$ cat config.mk
export PLATFORM = sky130hd
export DESIGN_NAME = vfd_mul
export DESIGN_NICKNAME = d
export VERILOG_FILES = /design/src/rtl/core/assert_macros.svh /design/src/rtl/core/vfd_pkg.sv /design/src/rtl/core/vfd_mul.sv
export SDC_FILE = /design/constraint.sdc
export NUM_CORES = 1
export LEC_CHECK = 0
export ABC_AREA = 1
export BUFFER_PORTS_ARGS = -buffer_cell sky130_fd_sc_hd__buf_2
export CAP_MARGIN = 20
export CORE_MARGIN = 2
export CORE_UTILIZATION = 60
export CTS_BUF_LIST = sky130_fd_sc_hd__clkbuf_4
export DETAILED_ROUTE_END_ITERATION = 12
export GPL_TIMING_DRIVEN = 1
export PLACE_DENSITY = 0.81
export SETUP_SLACK_MARGIN = 0.15
export SYNTH_ARGS = -nofsm -noshare
export SYNTH_HDL_FRONTEND = slang
export SYNTH_SLANG_ARGS = --single-unit
$ cat constraint.sdc
create_clock -name clk -period 7.79 [get_ports clk]
set_input_delay 0.3895 -clock clk [delete_from_list [all_inputs] [get_ports clk]]
set_output_delay 0.3895 -clock clk [all_outputs]
set_load 0.01 [all_outputs]
$ cat src/rtl/core/assert_macros.svh
// ----------------------------------------------------------------------------
// Assertion macros
// Concurrent assertion shorthands shared by the voice filter RTL.
// ----------------------------------------------------------------------------
`ifndef ASSERT_MACROS_SVH
`define ASSERT_MACROS_SVH

`ifndef SYNTH

// Checks a property on every rising clock edge outside reset.
`define VFD_ASSERT(lbl, clk, rst_n, prop, msg) \
	lbl: assert property (@(posedge clk) disable iff (!rst_n) prop) else $error(msg);

// Checks that a condition never holds outside reset.
`define VFD_ASSERT_NEVER(lbl, clk, rst_n, cond, msg) \
	lbl: assert property (@(posedge clk) disable iff (!rst_n) !(cond)) else $error(msg);

`else

`define VFD_ASSERT(lbl, clk, rst_n, prop, msg)

`define VFD_ASSERT_NEVER(lbl, clk, rst_n, cond, msg)

`endif

`endif

$ cat src/rtl/core/vfd_pkg.sv
// ----------------------------------------------------------------------------
// Voice filter delay package
// Shared widths, register indexes, delay line request type and helpers.
// ----------------------------------------------------------------------------
package vfd_pkg;

	localparam int SAMPLE_BITS = 24;
	localparam int GAIN_BITS   = 16;
	localparam int OP_BITS     = 27;
	localparam int PROD_BITS   = GAIN_BITS + 1 + OP_BITS;
	localparam int POS_BITS    = 16;
	localparam int POS_SPAN    = 1 << POS_BITS;
	localparam int IDX_BITS    = 3;
	localparam int Q_GAIN      = 15;
	localparam int Q_VOL       = 12;

	localparam logic [IDX_BITS-1:0] REG_LEGACY_MODE    = 3'd0;
	localparam logic [IDX_BITS-1:0] REG_SMOOTHING_GAIN = 3'd1;
	localparam logic [IDX_BITS-1:0] REG_HIGHPASS_SHARE = 3'd2;
	localparam logic [IDX_BITS-1:0] REG_INDUCTOR_RECIP = 3'd3;
	localparam logic [IDX_BITS-1:0] REG_DELAY_GAIN     = 3'd4;
	localparam logic [IDX_BITS-1:0] REG_DELAY_LENGTH   = 3'd5;
	localparam logic [IDX_BITS-1:0] REG_VOICE_VOLUME   = 3'd6;

	localparam logic signed [PROD_BITS-1:0] SAT_HI =
		(PROD_BITS'(1) <<< (SAMPLE_BITS - 1)) - PROD_BITS'(1);
	localparam logic signed [PROD_BITS-1:0] SAT_LO = -SAT_HI - PROD_BITS'(1);

	typedef struct packed {
		logic                   rd;
		logic                   wr;
		logic                   clr;
		logic [POS_BITS-1:0]    addr;
		logic [SAMPLE_BITS-1:0] wdata;
	} dl_req_t;

	function automatic logic signed [SAMPLE_BITS-1:0] sat_sample(
		input logic signed [PROD_BITS-1:0] v
	);
		logic signed [PROD_BITS-1:0] c;
		c = v;
		if (v > SAT_HI) begin
			c = SAT_HI;
		end else if (v < SAT_LO) begin
			c = SAT_LO;
		end
		return c[SAMPLE_BITS-1:0];
	endfunction

	// Round to nearest with ties toward plus infinity, then drop sh fraction bits.
	function automatic logic signed [PROD_BITS-1:0] round_shift(
		input logic signed [PROD_BITS-1:0] p,
		input int unsigned                 sh
	);
		logic signed [PROD_BITS-1:0] half;
		half = PROD_BITS'(1) <<< (sh - 1);
		return (p + half) >>> sh;
	endfunction

endpackage

$ cat src/rtl/core/vfd_mul.sv
// ----------------------------------------------------------------------------
// Shared gain multiplier
// Registered product of an unsigned gain and a signed operand.
// ----------------------------------------------------------------------------
module vfd_mul import vfd_pkg::*; (
	input  logic                        clk,
	input  logic                        en,
	input  logic [GAIN_BITS-1:0]        gain,
	input  logic signed [OP_BITS-1:0]   opnd,
	output logic signed [PROD_BITS-1:0] prod
);

	logic signed [PROD_BITS-1:0] prod_q;

	always_ff @(posedge clk) begin
		if (en) begin
			prod_q <= signed'({1'b0, gain}) * opnd;
		end
	end

	assign prod = prod_q;

endmodule

==> results of run 1 <==
## metrics by stage
step                hold WS, ps  area, µm²  utilization  setup WS, ps
finish                      528      19000        0.625          1760
global route                532      19000        0.625          1340
CTS                         526      19000        0.625          1780
detailed placement          798      18900        0.623          1390
global placement            798      18900        0.623          1520
floorplan                   502      18400            -          2010
## metal layers
metal / vias up / track usage
li1: 6657 / -
met1: 7163 / 0.357
met2: 539 / 0.573
met3: 128 / 0.0331
met4: 0 / 0.104
met5: - / 0
## cell usage in the layout (no fill, tap or decap)
cell type,instances
nand3_2,4
nand2_1,732
nand4_1,11
nor3_2,1
a21o_1,4
clkinv_2,1
clkbuf_4,5
ha_1,107
xnor2_1,5
fa_1,419
xor2_1,18
clkinvlp_4,1
inv_1,804
o21bai_1,4
nand3b_1,3
nor3_1,2
nand2_2,11
bufinv_16,1
o21ai_0,5
a21oi_2,2
edfxtp_1,44
nor2_1,73
nand3_1,46
nor2_2,5
buf_2,88
a21oi_1,28
## cell type report
class	instances	area share
multi-input combinational	1480	0.719
sequential	44	0.0694
tap	396	0.0260
clock buffer	5	0.00197
clock inverter	3	0.00224
inverter	804	0.159
timing repair buffer	88	0.0231
## worst max-delay path, cell delays in order
cell and delay (ps):
buf_2 490, nand2_1 260, fa_1 800, fa_1 500
inv_1 320, fa_1 500, inv_1 160, fa_1 470
fa_1 520, fa_1 510, inv_1 40, ha_1 320
inv_1 70, nor3_1 260, nand2_1 110, nor2_1 160
nand3_1 130, nand4_1 110, nand2_1 50
## worst min path at each step
stage,endpoint,depth (start not counted)
finish,prod[0]$_DFFE_PP_,3
global placement,prod[17],1
CTS,prod[0]$_DFFE_PP_,3
global route,prod[0]$_DFFE_PP_,3
detailed placement,prod[35],1
floorplan,prod[0]$_DFFE_PP_,0
## synthesized netlist by cell type, drive strengths merged
library cell,n,share of area
nand2,743,0.15
inv,804,0.16
xnor2,5,0.0024
nor3,3,0.0011
a21oi,30,0.0086
clkbuf,102,0.021
o21ai,5,0.0014
nand3b,3,0.0012
fa,419,0.46
a21o,4,0.0016
xor2,18,0.0086
o21bai,4,0.0016
ha,107,0.073
nand4,11,0.0037
nand3,50,0.015
nor2,78,0.017
edfxtp,44,0.072
## kinds of logic (layout without fill, tap and decap cells)
group                      count (synthesis)  count (layout)
DFF                                       44              44
AOI/OAI and AO/OA                         43              43
adders and majority gates                526             526
buffers and inverters                    906             900
xor gates and xnor gates                  23              23
and+or+nand+nor                          888             888
==> reports/metrics.cfg, run 1 <==
[die]
die_area_mm2=0.0321
coreArea_mm2=0.0304
start_util=0.605
ios=89
die_width_um=179
fp.dieH_um=179
std_cell_rows=64

[routing]
drtIter0Drc=1024
met2WireLength_mm=24.2
met1Wirelength_mm=16.5
drc=0
totalWireLength_mm=44.8
viasPerCell=5.14
num_vias=14500
drt_first_pass_iters=5
wl_per_cell_um=15.9
ant_nets=0
met3_wirelength_mm=2.48
top_layer=met4

[cts]
cts_made_buffers=5
numClockSinks=44
post_cts_resized=0
clk_pin_slew_worst_paths_ps=140
root_buffer=clkbuf_4
cts_hold_buf=0
cts_tree=yes
post-cts-setup-buffers=0
htree_levels=2
cts_buffer_depth=2

[grt]
grt_antenna_before_repair=0
grt_pass1_wl_mm=76.0
grt.overflow.total=0
grt_max_degree=45
grt_pass1_vias=15800
grt_usage=0.304

[critical_path]
critPathLaunch=gain[2]
crit_end=prod[43]$_DFFE_PP_
worst-endpoint-arrival_ps=6190
critPathLaunchType=input pin
endpoint_kind=flip-flop
crit_required_ps=7950
cp_max_fo=27
critPathKind=input pin to flip-flop

[final_layout]
num_antenna_cells=0
area_delta_synth_final_pct=3.44
seq_area_mm2=0.00132
largest_reg_flops=44
stdcell_count=2820
final_layout_size_suffix_gt1_frac=0.0491
fillers=2636
multi_input_area_mm2=0.0137
fin_nets=2994

[synth]
syn-instance-count=2430
ys_types=22
syn_avg_cell_area_um2=7.57
synth_xor_area_frac=0.0110
synth_fp_nets=3001
synthAdderAreaFrac=0.529
synth_compound_area_frac=0.0132
yosys.area_share.simple=0.190
ys_seq_area_frac=0.0718
synth_top_family_by_area=adder cells
synth.area.mux_share=0
synth.cell_area_mm2=0.0184
synth-seq-cells=44
yosys_warnings=0

[placement]
dp_hpwl_mm=38.3
port-buffer-count=88
place_congestion=0.970
dpl.cell_count=2812

[sta]
slew_headroom=0.308
fmax_ghz=0.166
rsz0062_at_grt=false
hold_viol_final=0
tns_ps=0
fin_crit_sh=0.774
setup-violations-final=0
slew_violations=0
fin_crit_ps=6030
worst_pin_slew_ps=1040

[hold_path]
hp-class=input pin to flip-flop
min_from=opnd[0]

[job]
cap_viol_max_count=0

[status]
status=complete, no violations

Power of run 1 is left out: the tool's default activity adds up to more than one toggle a clock period on the data nets, which glitch-free logic cannot reach.
==> run 2, diff against run 1 <==
Settings changed: PLACE_DENSITY 0.81 to 0.84.
Clock period 7.79 ns to 5.5 ns, I/O delays scaled along.
==> reports/metrics.cfg, run 2 (same netlist as run 1, synthesis figures left out) <==
[routing]
totalWireLength_mm=48.1
ant_nets=0
drc=0
wl_per_cell_um=16.0
drtIter0Drc=1089
drt_first_pass_iters=5
num_vias=15400
viasPerCell=5.13

[sta]
slew_headroom=0.302
setup-violations-final=0
slew_violations=0
worst_pin_slew_ps=1050
fmax_ghz=0.192
fin_crit_ps=5220
hold_viol_final=0
rsz0062_at_grt=true
fin_crit_sh=0.949

[die]
fp.dieH_um=179
start_util=0.605
std_cell_rows=64
ios=89
die_area_mm2=0.0321
coreArea_mm2=0.0304
die_width_um=179

[final_layout]
seq_area_mm2=0.00132
area_delta_synth_final_pct=13.7
fin_nets=3183
stdcell_count=3009
num_antenna_cells=0
final_layout_size_suffix_gt1_frac=0.138
final_cell_mix=inv_1, nand2_1, fa_1, buf_4, ha_1
layout_commonest_cell=inv_1
fillers=2409
largest_reg_flops=44
multi_input_area_mm2=0.0139

[grt]
grt_pass1_vias=17300
grt.overflow.total=0
grt_max_degree=45
grt_pass1_wl_mm=79.9
grt_antenna_before_repair=1
grt_usage=0.319

[critical_path]
critPathKind=input pin to flip-flop
cp_cell_sequence=buf_2 -> buf_12 -> nand2_1 -> inv_1 -> fa_1 -> inv_1 -> fa_1 -> fa_1 -> inv_1 -> fa_1 -> fa_1 -> fa_1 -> ha_1 -> nand2_1 -> inv_1 -> nand2_1 -> o21bai_1 -> nand3b_1 -> xor2_1
worst-path-buf-inv=6
endpoint_kind=flip-flop
cp_top_family=adder cells
cp_common_cell=fa_1
cp_slowest_stage_delay_ps=580
worst-endpoint-arrival_ps=5430
cp_slowest_cell=fa_1
critPathLaunch=gain[5]
crit_required_ps=5710
critPathLaunchType=input pin
cp_max_fo=26

[cts]
root_buffer=clkbuf_4
cts_buffer_depth=2
cts_made_buffers=5
cts_tree=yes
htree_levels=2
clk_pin_slew_worst_paths_ps=170
numClockSinks=44

[job]
cap_viol_max_count=0

[placement]
port-buffer-count=88
place_congestion=0.947
dpl.cell_count=2997
dp_hpwl_mm=41.8

[hold_path]
min_from=opnd[0]
min_to=prod[0]$_DFFE_PP_
hp-class=input pin to flip-flop
holdPathStages=4

[status]
status=complete, no violations

[run 2: cell count changes in the layout (fill, tap and decap cells not counted), moves of 8 or more]
cell and delta:
a21oi_1 -9, ha_4 +9, nor2_1 -17, ha_1 -11, buf_2 -11, a21oi_2 +8, buf_4 +177, buf_12 +13
nor2_2 +14
[run 2: worst max-delay path by stage]
stage / endpoint / slack (ps) / depth (start not counted)
CTS: prod[39]$_DFFE_PP_ / 170 / 21
finish: prod[28]$_DFFE_PP_ / 280 / 19
floorplan: prod[43]$_DFFE_PP_ / 140 / 20
detailed placement: prod[43]$_DFFE_PP_ / -340 / 20
global route: prod[43]$_DFFE_PP_ / 60 / 21
global placement: prod[40]$_DFFE_PP_ / -260 / 22
[run 2: metrics by stage]
stage / setup slack [ps] / hold WS (ps) / util / area (µm²) / setup TNS [ps]
final: 283 / 517 / 0.688 / 20900 / 0
after global routing: 60.1 / 502 / 0.688 / 20900 / 0
after CTS: 165 / 478 / 0.677 / 20600 / 0
after detailed placement: -341 / 683 / 0.674 / 20500 / -4940
after global placement: -256 / 684 / 0.674 / 20500 / -3050
after floorplan: 141 / 387 / - / 18400 / 0
[run 2: timing repair]
action | CTS | global route
pin swaps | 0 | 5
setup endpoints to repair | 4 | 26
resized for setup | 3 | 72
hold buffers | 0 | 0
hold endpoints to repair | 0 | 0
buffers inserted | 0 | 4
[run 2: final cells by class]
| cell class | instances | share of cell area |
|---|---|---|
| repair buffers | 277 | 0.0985 |
| flip-flops and latches | 44 | 0.0631 |
| clock buffers | 5 | 0.00179 |
| clock inverters | 3 | 0.00227 |
| well taps | 396 | 0.0237 |
| multi-input cells | 1480 | 0.666 |
| inverters | 804 | 0.144 |
[run 2: routing by layer]
| metal | wire length [µm] | GRT usage | up-vias | share of wire |
|---|---|---|---|---|
| li1 | - | - | 7050 | - |
| met1 | 17500 | 0.359 | 7581 | 0.36 |
| met2 | 25900 | 0.605 | 601 | 0.54 |
| met3 | 2260 | 0.0295 | 215 | 0.047 |
| met4 | 2510 | 0.148 | 0 | 0.052 |
| met5 | 0 | 0 | - | 0 |
Power of run 2 is left out for the same reason.
==> run 3, diff against run 2 <==
Settings changed: CTS_BUF_LIST sky130_fd_sc_hd__clkbuf_4 to sky130_fd_sc_hd__clkbuf_2 sky130_fd_sc_hd__clkbuf_4 sky130_fd_sc_hd__clkbuf_8.
==> reports/metrics.cfg, run 3 (same netlist as run 1, synthesis figures left out) <==
[critical_path]
cp_common_cell=fa_1
critPathLaunchType=input pin
crit_required_ps=5590
crit_end=prod[42]$_DFFE_PP_
critPathKind=input pin to flip-flop
worst-endpoint-arrival_ps=5350
cp_slowest_stage_delay_ps=590
worst-path-buf-inv=8
critical_path_cell_count=23
cp_cell_sequence=buf_4 -> buf_12 -> nand2_1 -> inv_2 -> fa_1 -> inv_1 -> fa_1 -> inv_1 -> fa_1 -> fa_2 -> fa_1 -> inv_1 -> fa_1 -> inv_1 -> ha_4 -> nand2_1 -> nor2_1 -> buf_4 -> nand2_1 -> nor2_2 -> nand4_1 -> nand4_1 -> nand2_1
critPathLaunch=gain[5]
cp_top_family=adder cells
cp_max_fo=4
endpoint_kind=flip-flop
cp_slowest_cell=fa_1

[routing]
num_vias=15500
ant_nets=0
drt_first_pass_iters=6
totalWireLength_mm=48.8
drtIter0Drc=1078
viasPerCell=5.14
drc=0
wl_per_cell_um=16.2

[grt]
grt_pass1_vias=17200
grt.overflow.total=0
grt_pass1_wl_mm=80.0
grt_max_degree=45
grt_antenna_before_repair=1
grt_usage=0.320

[final_layout]
final_cell_mix=inv_1, nand2_1, fa_1, buf_4, ha_1
area_delta_synth_final_pct=15.1
fin_nets=3185
num_antenna_cells=0
layout_commonest_cell=inv_1
final_layout_size_suffix_gt1_frac=0.153
largest_reg_flops=44

[cts]
cts_made_buffers=5
numClockSinks=44
clk_pin_slew_worst_paths_ps=100
cts_tree=yes
htree_levels=2
root_buffer=clkbuf_8
cts_hold_buf=0
cts_buffer_depth=2

[placement]
place_congestion=0.947
pre_cts_ws_ps=-341
port-buffer-count=88
dp_hpwl_mm=41.8

[die]
fp.dieH_um=179
start_util=0.605
die_width_um=179
ios=89
std_cell_rows=64
coreArea_mm2=0.0304
die_area_mm2=0.0321

[sta]
hold_viol_final=0
slew_headroom=0.307
fmax_ghz=0.190
worst_pin_slew_ps=1040
fin_crit_ps=5260
fin_crit_sh=0.956
whs_ps=588
slew_violations=0
rsz0062_at_grt=true
setup-violations-final=0
final.setup.worst_slack_ps=240

[job]
cap_viol_max_count=0

[status]
status=complete, no violations

[hold_path]
holdPathStages=4
hp-class=input pin to flip-flop

run 3: what timing repair did:
action | 4_1_cts | 5_1_grt
cloned | 0 | 1
buffers inserted | 0 | 5
pin swaps | 1 | 20
resized for setup | 10 | 120
setup endpoints to repair | 10 | 29
run 3: final cells by class:
cell class                 instances  area [µm²]
inverter                         804        3020
fill                            2350        9260
clock buffer                       5        68.8
multi-input combinational       1480       14100
clock inverter                     3        47.5
tap                              396         495
sequential                        44        1320
timing repair buffer             279        2110
run 3: worst min-delay path by stage:
stage	start	end	slack (ps)
after floorplan	en	prod[0]$_DFFE_PP_	390
after detailed placement	prod[26]$_DFFE_PP_	prod[26]	680
after global placement	prod[24]$_DFFE_PP_	prod[24]	680
after CTS	opnd[0]	prod[0]$_DFFE_PP_	550
final	gain[0]	prod[0]$_DFFE_PP_	590
after global routing	gain[0]	prod[0]$_DFFE_PP_	590
run 3: metal layers:
metal,wire length (µm),track usage,up-vias
met3,2670,0.0320,211
li1,-,-,7046
met2,26300,0.607,618
met4,2520,0.154,0
met5,0,0,-
met1,17200,0.359,7607
run 3: stage by stage:
stage	instances	utilization	area, µm²	TNS, ps
4_1_cts	3005	0.678	20600	0
5_1_grt	3011	0.696	21200	0
6_report	3011	0.696	21200	0
3_3_place_gp	2997	0.674	20500	-3050
2_1_floorplan	2430	-	18400	0
3_5_place_dp	2997	0.674	20500	-4940
Power of run 3 is left out for the same reason.
